### config.mk
export PLATFORM = sky130hd
export DESIGN_NAME = size_string_suffix_parser_flat
export DESIGN_NICKNAME = d
export VERILOG_FILES = /design/src/hw/rtl/ssp_pkg.sv /design/src/hw/rtl/ssp_in_if.sv /design/src/hw/rtl/ssp_out_if.sv /design/src/hw/rtl/size_string_suffix_parser.sv /design/src/flat_wrapper.sv
export VERILOG_INCLUDE_DIRS = /design/src /design/src/hw/rtl
export SDC_FILE = /design/constraint.sdc
export NUM_CORES = 2
export LEC_CHECK = 0
export BUFFER_PORTS_ARGS = -buffer_cell sky130_fd_sc_hd__buf_2
export CAP_MARGIN = 40
export CORE_ASPECT_RATIO = 0.6
export CORE_MARGIN = 2
export CORE_UTILIZATION = 45
export DETAILED_ROUTE_END_ITERATION = 7
export GPL_TIMING_DRIVEN = 1
export MAX_ROUTING_LAYER = met4
export PLACE_DENSITY = 0.56
export SLEW_MARGIN = 40
export SYNTH_ARGS = -nofsm -noshare
export SYNTH_HDL_FRONTEND = slang
export SYNTH_SLANG_ARGS = --single-unit
### constraint.sdc
create_clock -name clk -period 5.3 [get_ports clk]
set_clock_uncertainty 0.2 [all_clocks]
set_input_delay 0.53 -clock clk [delete_from_list [all_inputs] [get_ports clk]]
set_output_delay 0.53 -clock clk [all_outputs]
set_load 0.005 [all_outputs]
### src/hw/rtl/size_string_suffix_parser_assert.svh
// ----------------------------------------------------------------------------
// Assertion macros for the size string suffix parser
// Concurrent checks on the rising clock edge, with and without reset masking.
// ----------------------------------------------------------------------------
`ifndef SIZE_STRING_SUFFIX_PARSER_ASSERT_SVH
`define SIZE_STRING_SUFFIX_PARSER_ASSERT_SVH

`ifndef NO_ASSERTIONS

// Checked on every rising edge while reset is low.
`define SSP_ASSERT(label, prop, msg) \
  label: assert property (@(posedge clk) disable iff (rst) prop) else $error(msg);

// Checked on every rising edge, reset included.
`define SSP_ASSERT_ALWAYS(label, prop, msg) \
  label: assert property (@(posedge clk) prop) else $error(msg);

`else

`define SSP_ASSERT(label, prop, msg)
`define SSP_ASSERT_ALWAYS(label, prop, msg)

`endif

`endif

### src/hw/rtl/ssp_pkg.sv
// ----------------------------------------------------------------------------
// Size string suffix parser package
// Status codes, pipeline stage record and fixed sizes.
// ----------------------------------------------------------------------------
package ssp_pkg;

  typedef enum logic [2:0] {
    ST_OK              = 3'd0,
    ST_NO_DIGITS       = 3'd1,
    ST_UNKNOWN_SUFFIX  = 3'd2,
    ST_SUFFIX_TOO_LONG = 3'd3,
    ST_OVERFLOW        = 3'd4
  } status_t;

  localparam int unsigned VALUE_W = 64;
  localparam int unsigned CHAR_W  = 8;
  localparam int unsigned POW_W   = 3;
  localparam int unsigned STAGES  = 4;

  typedef struct packed {
    logic [VALUE_W-1:0] value;
    logic [POW_W-1:0]   pow_left;
    logic               use_1000;
    status_t            status;
  } stage_t;

endpackage

### src/hw/rtl/ssp_in_if.sv
// ----------------------------------------------------------------------------
// Character channel
// One character or the end-of-string marker per beat.
// ----------------------------------------------------------------------------
interface ssp_in_if;
  logic                       valid;
  logic                       ready;
  logic [ssp_pkg::CHAR_W-1:0] char_code;
  logic                       end_of_string;

  modport source (output valid, output char_code, output end_of_string, input ready);
  modport sink (input valid, input char_code, input end_of_string, output ready);
endinterface

### src/hw/rtl/ssp_out_if.sv
// ----------------------------------------------------------------------------
// Size result channel
// One parsed size and its status per beat.
// ----------------------------------------------------------------------------
interface ssp_out_if;
  logic                        valid;
  logic                        ready;
  logic [ssp_pkg::VALUE_W-1:0] size_value;
  logic [2:0]                  status;

  modport source (output valid, output size_value, output status, input ready);
  modport sink (input valid, input size_value, input status, output ready);
endinterface

### src/hw/rtl/size_string_suffix_parser.sv
// ----------------------------------------------------------------------------
// Size string suffix parser
// Parses a decimal size with an optional k/m/g/t or kb/mb/gb/tb suffix.
// ----------------------------------------------------------------------------
// Channel  Dir  Beat
// chars    in   char_code[7:0], end_of_string
// sizes    out  size_value[63:0], status[2:0]
//
// One character beat is taken per cycle; digits update the accumulator at once.
// An end beat enters a five-register result pipeline: decode, then four scaling
// stages of at most one times-1000 or times-1024 step each. Stages advance
// independently and hold when the output stalls; chars.ready drops only when
// the whole pipeline is full. Reset is synchronous and clears the parse state
// and all stage valid bits.
// ----------------------------------------------------------------------------
`include "size_string_suffix_parser_assert.svh"

module size_string_suffix_parser #(
  parameter int unsigned MAX_DIGITS = 20
) (
  input logic      clk,
  input logic      rst,
  ssp_in_if.sink   chars,
  ssp_out_if.source sizes
);

  localparam int unsigned DC_W   = $clog2(MAX_DIGITS + 1);
  localparam logic [DC_W-1:0] DC_MAX = DC_W'(MAX_DIGITS);
  localparam int unsigned NS     = ssp_pkg::STAGES;
  localparam int unsigned VW     = ssp_pkg::VALUE_W;
  localparam int unsigned CW     = ssp_pkg::CHAR_W;
  localparam int unsigned PW     = ssp_pkg::POW_W;
  localparam int unsigned PROD_W = VW + 10;

  localparam logic [CW-1:0] CH_0 = 8'h30;
  localparam logic [CW-1:0] CH_9 = 8'h39;
  localparam logic [CW-1:0] CH_UA = 8'h41;
  localparam logic [CW-1:0] CH_UZ = 8'h5a;
  localparam logic [CW-1:0] CH_K = 8'h6b;
  localparam logic [CW-1:0] CH_M = 8'h6d;
  localparam logic [CW-1:0] CH_G = 8'h67;
  localparam logic [CW-1:0] CH_T = 8'h74;
  localparam logic [CW-1:0] CH_B = 8'h62;

  function automatic logic [CW-1:0] lower_ascii(logic [CW-1:0] c);
    logic [CW-1:0] r;
    r = c;
    if (c >= CH_UA && c <= CH_UZ) begin
      r = c + 8'd32;
    end
    return r;
  endfunction

  function automatic logic [PW-1:0] unit_power(logic [CW-1:0] c);
    logic [PW-1:0] p;
    case (lower_ascii(c))
      CH_K: p = 3'd1;
      CH_M: p = 3'd2;
      CH_G: p = 3'd3;
      CH_T: p = 3'd4;
      default: p = 3'd0;
    endcase
    return p;
  endfunction

  function automatic ssp_pkg::stage_t scale_step(ssp_pkg::stage_t s);
    ssp_pkg::stage_t     r;
    logic [PROD_W-1:0]   ext;
    logic [PROD_W-1:0]   prod;
    r    = s;
    ext  = {10'd0, s.value};
    prod = s.use_1000 ? (ext << 10) - (ext << 4) - (ext << 3) : (ext << 10);
    if (s.pow_left != '0) begin
      r.value    = prod[VW-1:0];
      r.pow_left = s.pow_left - 3'd1;
      if (prod[PROD_W-1:VW] != '0 && s.status == ssp_pkg::ST_OK) begin
        r.status = ssp_pkg::ST_OVERFLOW;
      end
    end
    if (r.status != ssp_pkg::ST_OK) begin
      r.value = '0;
    end
    return r;
  endfunction

  logic [VW-1:0]   number_accum;
  logic [DC_W-1:0] digit_count;
  logic            in_suffix_phase;
  logic [1:0]      suffix_length;
  logic [CW-1:0]   suffix_first_char;
  logic [CW-1:0]   suffix_second_char;

  ssp_pkg::stage_t st [NS+1];
  logic [NS:0]     vld;
  logic [NS:0]     rdy;

  logic            take;
  logic            is_digit;
  logic            take_digit;
  logic [VW+3:0]   acc_x10;
  logic [VW-1:0]   accum_next;
  logic [PW-1:0]   first_pow;
  logic            second_is_b;
  ssp_pkg::stage_t head_next;

  always_comb begin
    rdy[NS] = !vld[NS] || sizes.ready;
    for (int k = NS - 1; k >= 0; k--) begin
      rdy[k] = !vld[k] || rdy[k+1];
    end
  end

  assign chars.ready = rdy[0];
  assign take        = chars.valid && rdy[0];

  assign is_digit   = chars.char_code >= CH_0 && chars.char_code <= CH_9;
  assign take_digit = !in_suffix_phase && is_digit && digit_count < DC_MAX;
  assign acc_x10    = ({4'd0, number_accum} << 3) + ({4'd0, number_accum} << 1)
                    + {{(VW + 4 - CW){1'b0}}, chars.char_code - CH_0};
  assign accum_next = (acc_x10[VW+3:VW] != '0) ? '1 : acc_x10[VW-1:0];

  assign first_pow   = unit_power(suffix_first_char);
  assign second_is_b = lower_ascii(suffix_second_char) == CH_B;

  always_comb begin
    head_next.value    = number_accum;
    head_next.pow_left = '0;
    head_next.use_1000 = suffix_length == 2'd2;
    head_next.status   = ssp_pkg::ST_OK;
    if (digit_count == '0) begin
      head_next.status = ssp_pkg::ST_NO_DIGITS;
    end else if (suffix_length == 2'd3) begin
      head_next.status = ssp_pkg::ST_SUFFIX_TOO_LONG;
    end else if (suffix_length == 2'd1) begin
      if (first_pow == '0) begin
        head_next.status = ssp_pkg::ST_UNKNOWN_SUFFIX;
      end else begin
        head_next.pow_left = first_pow;
      end
    end else if (suffix_length == 2'd2) begin
      if (first_pow == '0 || !second_is_b) begin
        head_next.status = ssp_pkg::ST_UNKNOWN_SUFFIX;
      end else begin
        head_next.pow_left = first_pow;
      end
    end
    if (head_next.status != ssp_pkg::ST_OK) begin
      head_next.value = '0;
    end
  end

  always_ff @(posedge clk) begin
    if (rst) begin
      number_accum       <= '0;
      digit_count        <= '0;
      in_suffix_phase    <= 1'b0;
      suffix_length      <= '0;
      suffix_first_char  <= '0;
      suffix_second_char <= '0;
    end else if (take) begin
      if (chars.end_of_string) begin
        number_accum       <= '0;
        digit_count        <= '0;
        in_suffix_phase    <= 1'b0;
        suffix_length      <= '0;
        suffix_first_char  <= '0;
        suffix_second_char <= '0;
      end else if (take_digit) begin
        number_accum <= accum_next;
        digit_count  <= digit_count + 1'b1;
      end else begin
        in_suffix_phase <= 1'b1;
        if (suffix_length == 2'd0) begin
          suffix_first_char <= chars.char_code;
        end
        if (suffix_length == 2'd1) begin
          suffix_second_char <= chars.char_code;
        end
        if (suffix_length != 2'd3) begin
          suffix_length <= suffix_length + 2'd1;
        end
      end
    end
  end

  always_ff @(posedge clk) begin
    if (rst) begin
      vld <= '0;
    end else begin
      if (rdy[0]) begin
        vld[0] <= chars.valid && chars.end_of_string;
      end
      for (int k = 1; k <= NS; k++) begin
        if (rdy[k]) begin
          vld[k] <= vld[k-1];
        end
      end
    end
  end

  always_ff @(posedge clk) begin
    if (rdy[0]) begin
      st[0] <= head_next;
    end
    for (int k = 1; k <= NS; k++) begin
      if (rdy[k]) begin
        st[k] <= scale_step(st[k-1]);
      end
    end
  end

  assign sizes.valid      = vld[NS];
  assign sizes.size_value = st[NS].value;
  assign sizes.status     = st[NS].status;

  `SSP_ASSERT(a_error_value_zero, sizes.valid && sizes.status != ssp_pkg::ST_OK |-> sizes.size_value == '0, "error result carries a nonzero size")
  `SSP_ASSERT(a_clear_after_end, take && chars.end_of_string |=> digit_count == '0 && suffix_length == '0 && !in_suffix_phase, "parse state not cleared after end beat")
  `SSP_ASSERT(a_digit_bound, digit_count <= DC_MAX, "digit count beyond its limit")
  `SSP_ASSERT_ALWAYS(a_reset_empty, rst |=> !sizes.valid && vld == '0, "result pipeline not empty after reset")

endmodule
### src/flat_wrapper.sv
// flat-port wrapper written by rule: the top's interface ports become plain ports
module size_string_suffix_parser_flat 
#(
  parameter int unsigned MAX_DIGITS = 20
)
  (clk, rst, chars_valid, chars_char_code, chars_end_of_string, chars_ready, sizes_valid, sizes_size_value, sizes_status, sizes_ready);
  ssp_in_if chars_i ();
  ssp_out_if sizes_i ();
  input logic clk;
  input logic rst;
  input wire logic [$bits(chars_i.valid)-1:0] chars_valid;
  input wire logic [$bits(chars_i.char_code)-1:0] chars_char_code;
  input wire logic [$bits(chars_i.end_of_string)-1:0] chars_end_of_string;
  output wire logic [$bits(chars_i.ready)-1:0] chars_ready;
  output wire logic [$bits(sizes_i.valid)-1:0] sizes_valid;
  output wire logic [$bits(sizes_i.size_value)-1:0] sizes_size_value;
  output wire logic [$bits(sizes_i.status)-1:0] sizes_status;
  input wire logic [$bits(sizes_i.ready)-1:0] sizes_ready;
  assign chars_i.valid = chars_valid;
  assign chars_i.char_code = chars_char_code;
  assign chars_i.end_of_string = chars_end_of_string;
  assign chars_ready = chars_i.ready;
  assign sizes_valid = sizes_i.valid;
  assign sizes_size_value = sizes_i.size_value;
  assign sizes_status = sizes_i.status;
  assign sizes_i.ready = sizes_ready;
  size_string_suffix_parser #(.MAX_DIGITS(MAX_DIGITS)) u_core (.clk(clk), .rst(rst), .chars(chars_i), .sizes(sizes_i));
endmodule
==> results by group <==
Routing
  – Via/cell ratio: 6.20
  – Top Metal Used: met4
  – WL final: 230000 um
  – DR vias: 52526
  – Final ANT Viol Nets: 0
  – Routed len/inst: 27.1 um
  – Remaining DRCs: 0
  – DR iter-0 viols: 7099
  – DR pass1 iterations: 6
  – Metal3 WL: 42200 um
  – M1 wire length: 115000 um
  – WL met2: 70200 um

STA
  – Relative slew slack: 37.3%
  – Least-Margin Pin Slew: 0.931 ns
  – Max-slew violations: 0
  – Setup TNS: -2.53 ns
  – Setup ws final: -0.306 ns
  – RSZ-0062 raised after global routing: yes
  – Final setup violation count: 23
  – Part of the cycle the worst path needs: 106%
  – Min cycle time layout: 5.61 ns
  – Count of final hold-check violations: 0
  – Fmax: 178 MHz

Placed design
  – Dpl hpwl: 189000 um
  – PortBufs: 81
  – DP Worst Slack: -0.680 ns
  – RePlAce Congestion: 1.05

Setup path
  – Setup crit start kind: flop
  – Reg2reg path depth: 20
  – Critical-path cell list: buf_4 > inv_1 > ha_1 > ha_1 > buf_4 > nand4_1 > o221ai_2 > nand3b_1 > o211ai_1 > buf_4 > a311oi_4 > nor3_2 > or3_1 > mux2_2 > a221oi_2 > buf_4 > o211ai_4 > buf_12 > buf_8 > a211oi_4
  – Reg2Reg Setup Slack: -0.31 ns
  – Slowest stage cell, crit path: a311oi_4
  – Slowest stage delay, CP: 0.64 ns
  – Critical Path RT: 5.47 ns
  – CP Max Fanout: 7
  – CP Capture Type: flop
  – Crit Path Category: reg -> reg
  – Reg-to-Reg End: u_core.st[1][17]
  – Worst EP arrival: 5.78 ns
  – Most Frequent Cell on Critical Path: buf_4
  – Worst flop-to-flop path startpoint: u_core.st[0][12]

CTS
  – Worst-skew pair later-pin latency: 0.67 ns
  – Clock sink count: 443
  – CTS Buf Count: 50
  – Clk buf depth: 3
  – CTS Root Cell: clkbuf_16
  – Worst-path clk slew: 0.07 ns
  – CTS tree: built
  – H-Tree Depth: 2

Floorplan
  – Io pins: 82
  – Die height: 266 um
  – Die area: 0.117 mm2
  – Core ar.: 0.113 mm2
  – Chip Width: 440 um
  – Starting density of the core: 45.6%
  – # rows: 95

Synthesis
  – Synthesized cell area: 0.0514 mm2
  – Synth Net Count: 6633
  – Mapped Avg Cell Area: 8.67 um2
  – Asr flop ratio synth: 0%
  – Netlist cell types: 103
  – Synthesis-stage register bit count: 443
  – Ys Warns: 0
  – Post-synth EDFFs: 350
  – Register area share after synthesis: 24.1%
  – Synth Instances: 5925
  – Primary FF master, synth: edfxtp_1

Layout
  – Most common cell after layout, fill and taps aside: buf_4
  – Fraction of layout cells with a size suffix above 1: 26.7%
  – Fin util: 57.6%
  – Nets: 7625
  – Synth-to-layout area growth: 26.3%
  – Filler Cells Inserted: 10297
  – Most frequent cells in the layout: buf_4 (1152), nand2_1 (542), a21oi_1 (528), nor2_1 (480), ha_1 (418)

Power
  – Peak supply drop: 0.227 mV
  – Leak: 29.4 nW
  – Pwr/cell area: 117 mW/mm2

Global route
  – First-pass GRT wire length: 328000 um
  – Largest net degree at the start of global routing: 79
  – Gr usage total: 39.1%
  – Remaining global-route overflow: 0
  – Initial antenna violation count: 7
  – Vias in the first global route: 47304

Worst hold path
  – Hold/Removal Path Class: in -> reg
  – Hold Path Depth: 3
  – Min-delay src: chars_end_of_string
  – Min-Delay Endpoint: u_core.vld[0]

Flow run
  – Max-Cap Viols: 0

Outcome
  – Violated checks: negative setup slack
  – Status: finished, violations left
## worst max-delay path by stage
| stage | startpoint | endpoint | slack [ns] | depth (start not counted) |
|---|---|---|---|---|
| detailed placement | u_core.st[0][21] | u_core.st[1][17] | -0.68 | 20 |
| global placement | u_core.st[0][52] | u_core.st[1][17] | -0.62 | 17 |
| global route | u_core.st[0][12] | u_core.st[1][17] | -0.33 | 20 |
| floorplan | chars_char_code[4] | u_core.number_accum[38] | 0.69 | 18 |
| CTS | u_core.st[0][30] | u_core.st[1][17] | -0.11 | 18 |
| finish | u_core.st[0][12] | u_core.st[1][17] | -0.31 | 20 |
## metrics by stage
step | instance area [um2] | cells | power, W | hold WS (ns)
after CTS | 62900 | 8352 | 0.00765 | 0.0852
after floorplan | 51400 | 5925 | 0.00391 | 0.216
after global placement | 60800 | 8242 | 0.00399 | 0.227
after global routing | 64900 | 8468 | 0.00779 | 0.135
final | 64900 | 8473 | 0.00762 | 0.107
after detailed placement | 60800 | 8242 | 0.00399 | 0.235
## cell usage after synthesis, types with 93 or more instances
cell	n	area share [%]
a211oi_1	125	1.8
a211oi_2	95	2.3
a21o_1	116	1.7
a21oi_1	569	5.5
and2_1	94	1.1
clkbuf_1	254	1.9
dfxtp_1	93	3.6
edfxtp_1	350	20
fa_1	234	9.1
ha_1	461	11
inv_1	380	2.8
mux2i_1	97	1.9
nand2_1	550	4.0
nand4_1	167	2.0
nor2_1	494	3.6
nor3_1	107	1.0
o21ai_0	346	3.4
xnor2_1	178	3.0
xor2_1	127	2.2
## metal layers
| metal | track usage, % | vias up |
|---|---|---|
| met5 | - | - |
| met4 | 3.64 | 0 |
| met3 | 22.6 | 157 |
| met2 | 38.7 | 3015 |
| met1 | 63.3 | 25582 |
| li1 | - | 23772 |
## layout make-up
type	instances	area, um2	share of cell area, %
Multi-Input combinational cell	4748	37400	57.7
Timing Repair Buffer	1292	10000	15.5
Inverter	382	1480	2.28
Antenna cell	11	27.5	0.0424
Tap cell	1503	1880	2.90
Sequential cell	443	12400	19.1
Clock buffer	56	1290	2.00
Clock inverter	38	344	0.530
## timing repair
item / 4_1_cts / 5_1_grt
setup buffers: 14 / 106
pin swaps: 16 / 95
hold buffers: 2 / 0
hold endpoints to repair: 2 / 0
gates cloned: 0 / 4
setup endpoints to repair: 125 / 230
resized for setup: 83 / 264
## flip-flops by register name, summed over array words and instances (netlist names)
name,cells
u_core.st,350
u_core.number_accum,64
u_core.suffix_first_char,8
u_core.suffix_second_char,8
u_core.digit_count,5
u_core.vld,5
u_core.suffix_length,2
u_core.in_suffix_phase,1
## worst max-delay path: cells and delay by family (launching register included)
| kind | cells | cell delay [ns] |
|---|---|---|
| AOI/OAI and AO/OA | 6 | 1.83 |
| adders and majority gates | 2 | 0.60 |
| buffers and inverters | 7 | 1.11 |
| DFF | 1 | 0.47 |
| muxes | 1 | 0.28 |
| and+or+nand+nor | 4 | 0.79 |
## cell families (layout without fill, tap and decap cells)
group,after synthesis,count (layout),share of synthesized area [%]
adder cells (fa/ha/maj),695,695,20.4
other,0,11,0
buffers and inverters,735,1768,5.78
multiplexers,103,103,2.02
AO/OA/AOI/OAI,1921,1922,26.8
flip-flops,443,443,24.1
AND/OR/NAND/NOR,1723,1723,15.7
XOR/XNOR,305,305,5.20
## report_power, final
group	internal, W	switching (W)	total, W
Clock	0.00194	0.00175	0.00369
Combinational	0.0000709	0.000140	0.000211
Sequential	0.00371	0.0000106	0.00372
Power figures use the tool's default switching activity.
